<file path="src/rtl/core/jan_pkg.sv">
// ----------------------------------------------------------------------------
// jan_pkg
// Shared widths, constants and types of the joystick axis normalizer.
// ----------------------------------------------------------------------------
package jan_pkg;

  // Field widths
  localparam int SAMPLE_BITS  = 10;
  localparam int BUTTON_COUNT = 7;
  localparam int NORM_BITS    = SAMPLE_BITS + 1;
  localparam int POLL_BITS    = 32;

  // Normalized scale: the centre maps to 512, the peak to 1024
  localparam int NORM_SHIFT = 9;
  localparam logic [NORM_BITS-1:0] NORM_MID = NORM_BITS'(512);

  // Divider operand widths
  localparam int NUM_BITS = SAMPLE_BITS + NORM_SHIFT;
  localparam int CNT_BITS = $clog2(NUM_BITS);

  // Configuration port
  localparam int ADDR_BITS = 5;
  localparam int DATA_BITS = 32;
  localparam int REG_BITS  = 3;

  typedef enum logic [REG_BITS-1:0] {
    REG_CENTRE_X      = 3'd0,
    REG_CENTRE_Y      = 3'd1,
    REG_ACTIVE_LEVELS = 3'd2,
    REG_DISABLED_MASK = 3'd3,
    REG_CLICK_MASK    = 3'd4
  } reg_index_t;

  // Reset values of the configuration registers
  localparam logic [SAMPLE_BITS-1:0]  CENTRE_RESET = SAMPLE_BITS'(512);
  localparam logic [BUTTON_COUNT-1:0] ACTIVE_RESET = 7'b0111111;
  localparam logic [BUTTON_COUNT-1:0] CLICK_RESET  = 7'b1110000;

  // Sequencer states
  typedef enum logic [2:0] {
    ST_IDLE,
    ST_X_GO,
    ST_X_WAIT,
    ST_Y_GO,
    ST_Y_WAIT,
    ST_HOLD
  } state_t;

endpackage

</file>
<file path="src/rtl/core/jan_poll_if.sv">
// ----------------------------------------------------------------------------
// jan_poll_if
// Input channel: one joystick poll per transaction.
// ----------------------------------------------------------------------------
interface jan_poll_if;
  import jan_pkg::*;

  logic                    valid;
  logic                    ready;
  logic [SAMPLE_BITS-1:0]  sample_x;
  logic [SAMPLE_BITS-1:0]  sample_y;
  logic [BUTTON_COUNT-1:0] pin_levels;

  modport source (output valid, sample_x, sample_y, pin_levels, input ready);
  modport sink   (input valid, sample_x, sample_y, pin_levels, output ready);

endinterface

</file>
<file path="src/rtl/core/jan_report_if.sv">
// ----------------------------------------------------------------------------
// jan_report_if
// Output channel: one normalized report per transaction.
// ----------------------------------------------------------------------------
interface jan_report_if;
  import jan_pkg::*;

  logic                    valid;
  logic                    ready;
  logic [SAMPLE_BITS-1:0]  raw_x;
  logic [SAMPLE_BITS-1:0]  raw_y;
  logic [NORM_BITS-1:0]    norm_x;
  logic [NORM_BITS-1:0]    norm_y;
  logic [BUTTON_COUNT-1:0] pressed_bits;
  logic [BUTTON_COUNT-1:0] clicked_bits;
  logic [POLL_BITS-1:0]    poll_number;

  modport source (output valid, raw_x, raw_y, norm_x, norm_y, pressed_bits,
                  clicked_bits, poll_number, input ready);
  modport sink   (input valid, raw_x, raw_y, norm_x, norm_y, pressed_bits,
                  clicked_bits, poll_number, output ready);

endinterface

</file>
<file path="src/rtl/core/jan_divider.sv">
// ----------------------------------------------------------------------------
// jan_divider
// Restoring divider, one quotient bit per cycle, shared by both axes.
// ----------------------------------------------------------------------------
module jan_divider (
  input  logic                          clk,
  input  logic                          rst,
  input  logic                          start,
  input  logic [jan_pkg::NUM_BITS-1:0]  numer,
  input  logic [jan_pkg::SAMPLE_BITS-1:0] denom,
  output logic                          done,
  output logic [jan_pkg::SAMPLE_BITS-1:0] quotient
);
  import jan_pkg::*;

  localparam logic [CNT_BITS-1:0] LAST_STEP = CNT_BITS'(NUM_BITS - 1);

  logic                   busy;
  logic [CNT_BITS-1:0]    count;
  logic [SAMPLE_BITS-1:0] den;
  logic [SAMPLE_BITS-1:0] rem;
  logic [NUM_BITS-1:0]    quo;

  logic [SAMPLE_BITS:0]   rem_shift;
  logic [SAMPLE_BITS+1:0] diff;
  logic                   fits;
  logic [SAMPLE_BITS-1:0] rem_next;

  // One trial subtraction of the divisor from the shifted remainder.
  always_comb begin
    rem_shift = {rem, quo[NUM_BITS-1]};
    diff      = {1'b0, rem_shift} - {2'b00, den};
    fits      = ~diff[SAMPLE_BITS+1];
    rem_next  = fits ? diff[SAMPLE_BITS-1:0] : rem_shift[SAMPLE_BITS-1:0];
  end

  // Control: the step counter and the done pulse.
  always_ff @(posedge clk) begin
    if (rst) begin
      busy  <= 1'b0;
      done  <= 1'b0;
      count <= '0;
    end else begin
      done <= 1'b0;
      if (start) begin
        busy  <= 1'b1;
        count <= '0;
      end else if (busy) begin
        count <= count + 1'b1;
        if (count == LAST_STEP) begin
          busy <= 1'b0;
          done <= 1'b1;
        end
      end
    end
  end

  // Datapath: the numerator shifts out as the quotient shifts in.
  always_ff @(posedge clk) begin
    if (start) begin
      den <= denom;
      rem <= '0;
      quo <= numer;
    end else if (busy) begin
      rem <= rem_next;
      quo <= {quo[NUM_BITS-2:0], fits};
    end
  end

  assign quotient = quo[SAMPLE_BITS-1:0];

endmodule

</file>
<file path="src/rtl/core/joystick_axis_normalizer_with_clicks.sv">
// ----------------------------------------------------------------------------
// joystick_axis_normalizer_with_clicks
// Normalizes two joystick axes around a calibrated centre and decodes buttons.
// ----------------------------------------------------------------------------
// Usage:
//   Each transaction on the poll channel carries two axis samples and seven
//   button pin levels. Each one yields exactly one transaction on the report
//   channel with the raw samples, the normalized axes (512 at the centre, 1024
//   at the running peak), the pressed and clicked button bits and the poll
//   count after increment.
//   Both axes go through one shared restoring divider that makes one quotient
//   bit per cycle over a 19-bit numerator. A poll goes from acceptance to a
//   loaded report through an accept step, per axis a start step, 19 divide
//   steps and a capture of the result, then a load step. The poll channel is
//   ready only while the sequencer is idle and out of reset, so a new poll is
//   taken only after the last one is loaded into the output register. The
//   report sits in that register; while the receiver stalls the next poll
//   may be accepted and processed, and it waits in the hold state until the
//   register frees up. Reset clears the peaks, the click trail and the poll
//   counter, and loads the configuration registers with their defaults
//   (centres 512, active levels 0111111, no disabled buttons, click mask
//   1110000). Configuration must be written over the APB port only while no
//   poll is in flight; the block itself does not enforce this.
// ----------------------------------------------------------------------------
module joystick_axis_normalizer_with_clicks (
  input  logic                          clk,
  input  logic                          rst,
  jan_poll_if.sink                      poll,
  jan_report_if.source                  report,
  input  logic                          psel,
  input  logic                          penable,
  input  logic                          pwrite,
  input  logic [jan_pkg::ADDR_BITS-1:0] paddr,
  input  logic [jan_pkg::DATA_BITS-1:0] pwdata,
  output logic [jan_pkg::DATA_BITS-1:0] prdata,
  output logic                          pready
);
  import jan_pkg::*;

  // Configuration registers
  logic [SAMPLE_BITS-1:0]  centre_x;
  logic [SAMPLE_BITS-1:0]  centre_y;
  logic [BUTTON_COUNT-1:0] active_levels;
  logic [BUTTON_COUNT-1:0] disabled_mask;
  logic [BUTTON_COUNT-1:0] click_mask;

  // Running state
  logic [SAMPLE_BITS-1:0]  peak_x;
  logic [SAMPLE_BITS-1:0]  peak_y;
  logic [BUTTON_COUNT-1:0] press_trail;
  logic [POLL_BITS-1:0]    poll_count;

  // Work registers of the poll in flight
  logic [SAMPLE_BITS-1:0]  sx;
  logic [SAMPLE_BITS-1:0]  sy;
  logic [BUTTON_COUNT-1:0] pressed;
  logic [BUTTON_COUNT-1:0] clicked;
  logic [NORM_BITS-1:0]    norm_x;
  logic [NORM_BITS-1:0]    norm_y;

  state_t state, state_next;
  logic   accept;
  logic   div_start;
  logic   load_out;
  logic   out_valid;

  logic                    cfg_write;
  reg_index_t              cfg_index;
  logic [BUTTON_COUNT-1:0] pressed_c;
  logic [BUTTON_COUNT-1:0] clicked_c;

  logic                    sel_y;
  logic [SAMPLE_BITS-1:0]  s;
  logic [SAMPLE_BITS-1:0]  c;
  logic [SAMPLE_BITS-1:0]  p;
  logic                    lower;
  logic [SAMPLE_BITS-1:0]  offset;
  logic [SAMPLE_BITS-1:0]  span;
  logic [NUM_BITS-1:0]     numer;
  logic [SAMPLE_BITS-1:0]  denom;
  logic                    div_done;
  logic [SAMPLE_BITS-1:0]  quotient;
  logic [NORM_BITS-1:0]    norm_c;

  // APB port: writes complete in the access phase, reads are combinational.
  assign pready    = 1'b1;
  assign cfg_write = psel & penable & pwrite & pready;
  assign cfg_index = reg_index_t'(paddr[ADDR_BITS-1:2]);

  always_ff @(posedge clk) begin
    if (rst) begin
      centre_x      <= CENTRE_RESET;
      centre_y      <= CENTRE_RESET;
      active_levels <= ACTIVE_RESET;
      disabled_mask <= '0;
      click_mask    <= CLICK_RESET;
    end else if (cfg_write) begin
      case (cfg_index)
        REG_CENTRE_X:      centre_x      <= pwdata[SAMPLE_BITS-1:0];
        REG_CENTRE_Y:      centre_y      <= pwdata[SAMPLE_BITS-1:0];
        REG_ACTIVE_LEVELS: active_levels <= pwdata[BUTTON_COUNT-1:0];
        REG_DISABLED_MASK: disabled_mask <= pwdata[BUTTON_COUNT-1:0];
        REG_CLICK_MASK:    click_mask    <= pwdata[BUTTON_COUNT-1:0];
        default: ;
      endcase
    end
  end

  always_comb begin
    case (cfg_index)
      REG_CENTRE_X:      prdata = DATA_BITS'(centre_x);
      REG_CENTRE_Y:      prdata = DATA_BITS'(centre_y);
      REG_ACTIVE_LEVELS: prdata = DATA_BITS'(active_levels);
      REG_DISABLED_MASK: prdata = DATA_BITS'(disabled_mask);
      REG_CLICK_MASK:    prdata = DATA_BITS'(click_mask);
      default:           prdata = '0;
    endcase
  end

  // Button decode; click-style buttons fire on release after a press.
  always_comb begin
    pressed_c = ~(poll.pin_levels ^ active_levels) & ~disabled_mask;
    clicked_c = (pressed_c & ~click_mask) | (press_trail & ~pressed_c & click_mask);
  end

  assign accept = poll.valid & poll.ready;

  // Per-poll state updates at acceptance.
  always_ff @(posedge clk) begin
    if (rst) begin
      peak_x      <= '0;
      peak_y      <= '0;
      press_trail <= '0;
      poll_count  <= '0;
    end else if (accept) begin
      if (poll.sample_x > peak_x) begin
        peak_x <= poll.sample_x;
      end
      if (poll.sample_y > peak_y) begin
        peak_y <= poll.sample_y;
      end
      press_trail <= (press_trail & ~click_mask) | (pressed_c & click_mask);
      poll_count  <= poll_count + 1'b1;
    end
  end

  always_ff @(posedge clk) begin
    if (accept) begin
      sx      <= poll.sample_x;
      sy      <= poll.sample_y;
      pressed <= pressed_c;
      clicked <= clicked_c;
    end
  end

  // Axis operand selection for the shared divider.
  always_comb begin
    sel_y  = (state == ST_Y_GO) || (state == ST_Y_WAIT);
    s      = sel_y ? sy : sx;
    c      = sel_y ? centre_y : centre_x;
    p      = sel_y ? peak_y : peak_x;
    lower  = s < c;
    offset = s - c;
    span   = p - c;
    numer  = lower ? {s, NORM_SHIFT'(0)} : {offset, NORM_SHIFT'(0)};
    denom  = lower ? c : span;
    if (lower) begin
      norm_c = {1'b0, quotient};
    end else if (span == '0) begin
      norm_c = NORM_MID;
    end else begin
      norm_c = {1'b0, quotient} + NORM_MID;
    end
  end

  jan_divider u_divider (
    .clk      (clk),
    .rst      (rst),
    .start    (div_start),
    .numer    (numer),
    .denom    (denom),
    .done     (div_done),
    .quotient (quotient)
  );

  always_ff @(posedge clk) begin
    if (state == ST_X_WAIT && div_done) begin
      norm_x <= norm_c;
    end
    if (state == ST_Y_WAIT && div_done) begin
      norm_y <= norm_c;
    end
  end

  // Sequencer
  always_ff @(posedge clk) begin
    if (rst) begin
      state <= ST_IDLE;
    end else begin
      state <= state_next;
    end
  end

  always_comb begin
    state_next = state;
    div_start  = 1'b0;
    load_out   = 1'b0;
    poll.ready = 1'b0;
    case (state)
      ST_IDLE: begin
        poll.ready = ~rst;
        if (accept) begin
          state_next = ST_X_GO;
        end
      end
      ST_X_GO: begin
        div_start  = 1'b1;
        state_next = ST_X_WAIT;
      end
      ST_X_WAIT: begin
        if (div_done) begin
          state_next = ST_Y_GO;
        end
      end
      ST_Y_GO: begin
        div_start  = 1'b1;
        state_next = ST_Y_WAIT;
      end
      ST_Y_WAIT: begin
        if (div_done) begin
          state_next = ST_HOLD;
        end
      end
      ST_HOLD: begin
        if (!out_valid || report.ready) begin
          load_out   = 1'b1;
          state_next = ST_IDLE;
        end
      end
      default: state_next = ST_IDLE;
    endcase
  end

  // Output register
  always_ff @(posedge clk) begin
    if (rst) begin
      out_valid <= 1'b0;
    end else if (load_out) begin
      out_valid <= 1'b1;
    end else if (report.ready) begin
      out_valid <= 1'b0;
    end
  end

  always_ff @(posedge clk) begin
    if (load_out) begin
      report.raw_x        <= sx;
      report.raw_y        <= sy;
      report.norm_x       <= norm_x;
      report.norm_y       <= norm_y;
      report.pressed_bits <= pressed;
      report.clicked_bits <= clicked;
      report.poll_number  <= poll_count;
    end
  end

  assign report.valid = out_valid;

endmodule
</file>
<file path="src/flat_wrapper.sv">
// flat-port wrapper written by rule: the top's interface ports become plain ports
module joystick_axis_normalizer_with_clicks_flat import jan_pkg::*;
  (clk, rst, psel, penable, pwrite, paddr, pwdata, prdata, pready, poll_valid, poll_sample_x, poll_sample_y, poll_pin_levels, poll_ready, report_valid, report_raw_x, report_raw_y, report_norm_x, report_norm_y, report_pressed_bits, report_clicked_bits, report_poll_number, report_ready);
  jan_poll_if poll_i ();
  jan_report_if report_i ();
  input  logic clk;
  input  logic rst;
  input  logic psel;
  input  logic penable;
  input  logic pwrite;
  input  logic [jan_pkg::ADDR_BITS-1:0] paddr;
  input  logic [jan_pkg::DATA_BITS-1:0] pwdata;
  output logic [jan_pkg::DATA_BITS-1:0] prdata;
  output logic pready;
  input wire logic [$bits(poll_i.valid)-1:0] poll_valid;
  input wire logic [$bits(poll_i.sample_x)-1:0] poll_sample_x;
  input wire logic [$bits(poll_i.sample_y)-1:0] poll_sample_y;
  input wire logic [$bits(poll_i.pin_levels)-1:0] poll_pin_levels;
  output wire logic [$bits(poll_i.ready)-1:0] poll_ready;
  output wire logic [$bits(report_i.valid)-1:0] report_valid;
  output wire logic [$bits(report_i.raw_x)-1:0] report_raw_x;
  output wire logic [$bits(report_i.raw_y)-1:0] report_raw_y;
  output wire logic [$bits(report_i.norm_x)-1:0] report_norm_x;
  output wire logic [$bits(report_i.norm_y)-1:0] report_norm_y;
  output wire logic [$bits(report_i.pressed_bits)-1:0] report_pressed_bits;
  output wire logic [$bits(report_i.clicked_bits)-1:0] report_clicked_bits;
  output wire logic [$bits(report_i.poll_number)-1:0] report_poll_number;
  input wire logic [$bits(report_i.ready)-1:0] report_ready;
  assign poll_i.valid = poll_valid;
  assign poll_i.sample_x = poll_sample_x;
  assign poll_i.sample_y = poll_sample_y;
  assign poll_i.pin_levels = poll_pin_levels;
  assign poll_ready = poll_i.ready;
  assign report_valid = report_i.valid;
  assign report_raw_x = report_i.raw_x;
  assign report_raw_y = report_i.raw_y;
  assign report_norm_x = report_i.norm_x;
  assign report_norm_y = report_i.norm_y;
  assign report_pressed_bits = report_i.pressed_bits;
  assign report_clicked_bits = report_i.clicked_bits;
  assign report_poll_number = report_i.poll_number;
  assign report_i.ready = report_ready;
  joystick_axis_normalizer_with_clicks u_core (.clk(clk), .rst(rst), .poll(poll_i), .report(report_i), .psel(psel), .penable(penable), .pwrite(pwrite), .paddr(paddr), .pwdata(pwdata), .prdata(prdata), .pready(pready));
endmodule
</file>
<file path="config.mk">
export PLATFORM = sky130hd
export DESIGN_NAME = joystick_axis_normalizer_with_clicks_flat
export DESIGN_NICKNAME = d
export VERILOG_FILES = /design/src/rtl/core/jan_pkg.sv /design/src/rtl/core/jan_poll_if.sv /design/src/rtl/core/jan_report_if.sv /design/src/rtl/core/jan_divider.sv /design/src/rtl/core/joystick_axis_normalizer_with_clicks.sv /design/src/flat_wrapper.sv
export SDC_FILE = /design/constraint.sdc
export NUM_CORES = 1
export LEC_CHECK = 0
export BUFFER_PORTS_ARGS = -buffer_cell sky130_fd_sc_hd__buf_2
export CORE_AREA = 5 5 156 158
export DETAILED_ROUTE_END_ITERATION = 8
export DIE_AREA = 0 0 161 163
export HOLD_SLACK_MARGIN = 0.02
export PLACE_DENSITY = 0.82
export SYNTH_ARGS = -nofsm -noshare
export SYNTH_HDL_FRONTEND = slang
export SYNTH_SLANG_ARGS = --single-unit
</file>
<file path="constraint.sdc">
create_clock -name clk -period 13.89 [get_ports clk]
set_input_delay 2.0835 -clock clk [delete_from_list [all_inputs] [get_ports clk]]
set_output_delay 2.0835 -clock clk [all_outputs]
set_load 0.05 [all_outputs]
</file>
==> impl_metrics.tcl <==
set metrics [dict create \
    cts_setup_buffers 0 \
    leakagePower_nw 6.02 \
    avgSynthCellArea_um2 11.3 \
    min_path_type "flop to flop" \
    vias 9129 \
    netSwitchingPower_mw 0.505 \
    synth_area_mm2 0.0134 \
    worst-path-max-fanout 18 \
    nets 1442 \
    drcViolationCount 0 \
    final.setup.tns_ns 0 \
    ios 194 \
    grt_max_degree 80 \
    clock_latency_ns 0.56 \
    hold_viol 0 \
    rsz0062_at_grt "no" \
    seq_area_mm2 0.00762 \
    fmax_ghz 0.174 \
    ant_nets 0 \
    p_per_area_mw_per_mm2 136 \
    grt_util_all_layers 0.200 \
    firstDrtPassIters 5 \
    vias_per_cell 5.59 \
    synth_cells 1183 \
    cts_tree "yes" \
    p_clk_frac 0.400 \
    dpl.hpwl_um 18800 \
    die_area_mm2 0.0262 \
    synth_enable_flop_cells 173 \
    finClkSkew_ns 0.0231 \
    criticalPathCategory "input pin to output port" \
    grt-ovfl-total 0 \
    fin_crit_sh 0.414 \
    core-area_mm2 0.0230 \
    grt_pass1_wl_um 43200 \
    outcome "completed" \
    stdcell_area_mm2 0.0153 \
    seqPwrFrac 0.471 \
    grt_pass1_vias 8732 \
    worstPathRequired_ns 11.81 \
    root_buffer "clkbuf_16" \
    p_comb_frac 0.129 \
    wl_per_cell_um 16.5 \
    fp.dieW_um 161 \
    dp.cells 1581 \
    cts.sinks 294 \
    instances_no_fill 1634 \
    path_clk_slew_ns 0.06 \
    gp_congestion 0.870 \
    ys_seq_elements 294 \
    drt-initial-drc-count 626 \
    period_needed_ns 5.75 \
    cts_resized 0 \
    final_layout_size_suffix_gt1_frac 0.188 \
    peakVddDrop_v 0.000116 \
    worst_pin_slew_ns 1.20 \
    area_growth_pct 14.5 \
    slew_violations 0 \
    die_h_um 163 \
    htreeDepth 1 \
    ctsHoldBuffers 0 \
    synth_flop_cell "edfxtp_1" \
    io_buffers 146 \
    multi_input_area_mm2 0.00529 \
    p_sw_frac 0.243 \
    diodes 0 \
    crit_path_end_kind "output port" \
    finalPower_mw 2.08 \
    grt_antenna_before_repair 0 \
    internal_power_mw 1.58 \
    numCtsBuffers 29 \
    wl_um 27000 \
    yosys_warnings 0 \
    maxCapViolations 0 \
    fillCellCount 1724 \
    cts_buffer_depth 3 \
    num_rows 56 \
    place_area_mm2 0.0143 \
    start_util 0.583 \
    worst_setup_path_start_kind "input pin" \
    finalSetupViolCount 0 \
    maxSlewHeadroom 0.200 \
    synth-seq-area-share 0.569 \
    async_flop_share 0 \
    post_synth_num_cell_types 73 \
    worst_ep_arrival_time_ns 3.66 \
]
-- synthesized netlist by cell type (7+ instances only) --
| library cell | instances | area share |
|---|---|---|
| nor2b_1 | 27 | 0.013 |
| nor2_1 | 119 | 0.033 |
| nor3_1 | 17 | 0.0064 |
| nand2_1 | 102 | 0.029 |
| a21oi_1 | 44 | 0.016 |
| nor2b_2 | 9 | 0.0059 |
| o22ai_1 | 7 | 0.0033 |
| and3_1 | 7 | 0.0033 |
| nor3b_1 | 10 | 0.0056 |
| mux2_2 | 17 | 0.014 |
| ha_1 | 46 | 0.043 |
| inv_1 | 50 | 0.014 |
| nand2b_1 | 9 | 0.0042 |
| edfxtp_1 | 173 | 0.39 |
| a211o_1 | 12 | 0.0078 |
| o21ai_0 | 54 | 0.020 |
| a22oi_1 | 14 | 0.0078 |
| buf_4 | 26 | 0.015 |
| nand4_1 | 10 | 0.0047 |
| or3_1 | 8 | 0.0037 |
| clkbuf_1 | 33 | 0.0092 |
| dfxtp_1 | 121 | 0.18 |
| o221ai_1 | 7 | 0.0046 |
| xor2_1 | 34 | 0.022 |
| mux2i_1 | 74 | 0.055 |
| xnor2_1 | 28 | 0.018 |
| nand3_1 | 32 | 0.012 |
-- power groups by stage --
stage | Clock (mW) | Combinational, mW | Sequential [mW]
floorplan | 0 | 0.218 | 0.990
global placement | 0 | 0.254 | 0.997
detailed placement | 0 | 0.266 | 0.999
CTS | 0.853 | 0.267 | 0.980
global route | 0.890 | 0.300 | 0.984
finish | 0.833 | 0.268 | 0.981
-- layout by cell type, fill, tap and decap left out, types with 6 or more instances in the layout --
master     count
a211o_1       12
clkbuf_16     29
buf_4         13
and3_1         7
dfxtp_1      121
nand2b_1       9
inv_1         50
a22oi_1       14
conb_1        23
or3_1          8
nor2_1       118
mux2_2        17
a21oi_1       44
nor2b_1       27
nand4_1       10
clkbuf_8       6
mux2i_1       74
nand2_1      102
o22ai_1        7
ha_1          46
nor3_1        17
edfxtp_1     173
nor2b_2        9
nand3_1       32
xor2_1        34
xnor2_1       28
nor3b_1       10
o21ai_0       54
buf_2        145
o221ai_1       7
-- routing by layer --
layer / GRT usage / routed length [um]
met5: 0 / 0
met4: 0.0481 / 494
met3: 0.0278 / 1520
met2: 0.353 / 13400
met1: 0.264 / 11600
-- cell families (layout without fill, tap and decap cells) --
group | count (synthesis) | after routing | synth area share
AND/OR/NAND/NOR | 374 | 374 | 0.136
flip-flops | 294 | 294 | 0.569
AO/OA/AOI/OAI | 187 | 187 | 0.0922
buffers and inverters | 122 | 262 | 0.0436
multiplexers | 91 | 91 | 0.0696
XOR/XNOR | 62 | 62 | 0.0405
adder cells (fa/ha/maj) | 51 | 51 | 0.0489
other | 2 | 23 | 0.000561
-- metrics by stage --
stage                      util  worst slack [ns]  hold WS [ns]
after floorplan               -              7.55         0.400
after global placement    0.622              8.21         0.403
after detailed placement  0.622              8.19         0.405
after CTS                 0.667              8.18         0.406
after global routing      0.667              8.00         0.410
final                     0.667              8.14         0.417
-- registers in the layout (all words and copies together) (netlist names), 10 cells and up, named ones only --
register / count
u_core.report.norm_y: 11
u_core.u_divider.rem: 10
u_core.centre_y: 10
u_core.peak_x: 10
u_core.report.raw_x: 10
u_core.sx: 10
u_core.report.raw_y: 10
u_core.centre_x: 10
u_core.norm_x: 11
u_core.u_divider.den: 10
u_core.poll_count: 32
u_core.sy: 10
u_core.report.norm_x: 11
u_core.peak_y: 10
u_core.norm_y: 11
u_core.report.poll_number: 32
u_core.u_divider.quo: 19
-- cell type report --
cell class	instances	share of cell area
clock inverter	15	0.0147
timing repair buffer	158	0.0537
multi-input combinational	788	0.345
clock buffer	38	0.0534
tap	290	0.0237
sequential	294	0.497
inverter	51	0.0125
-- worst max-delay path, stage by stage --
cell,delay (ns)
buf_2,0.36
nor2b_1,0.48
a22oi_1,0.16
o22ai_1,0.26
buf_2,0.31
-- path summary, 6_finish.rpt --
path	from	endpoint	slack, ns	cells after the start
setup / recovery	paddr[2]	prdata[1]	8.14	5
hold / removal	u_core.norm_x[8]	u_core.report.norm_x[8]	0.42	0
setup reg to reg	u_core.state[0]	u_core.norm_x[4]	8.71	14
hold reg to reg	u_core.norm_x[8]	u_core.report.norm_x[8]	0.42	0
Power figures use the tool's default switching activity.
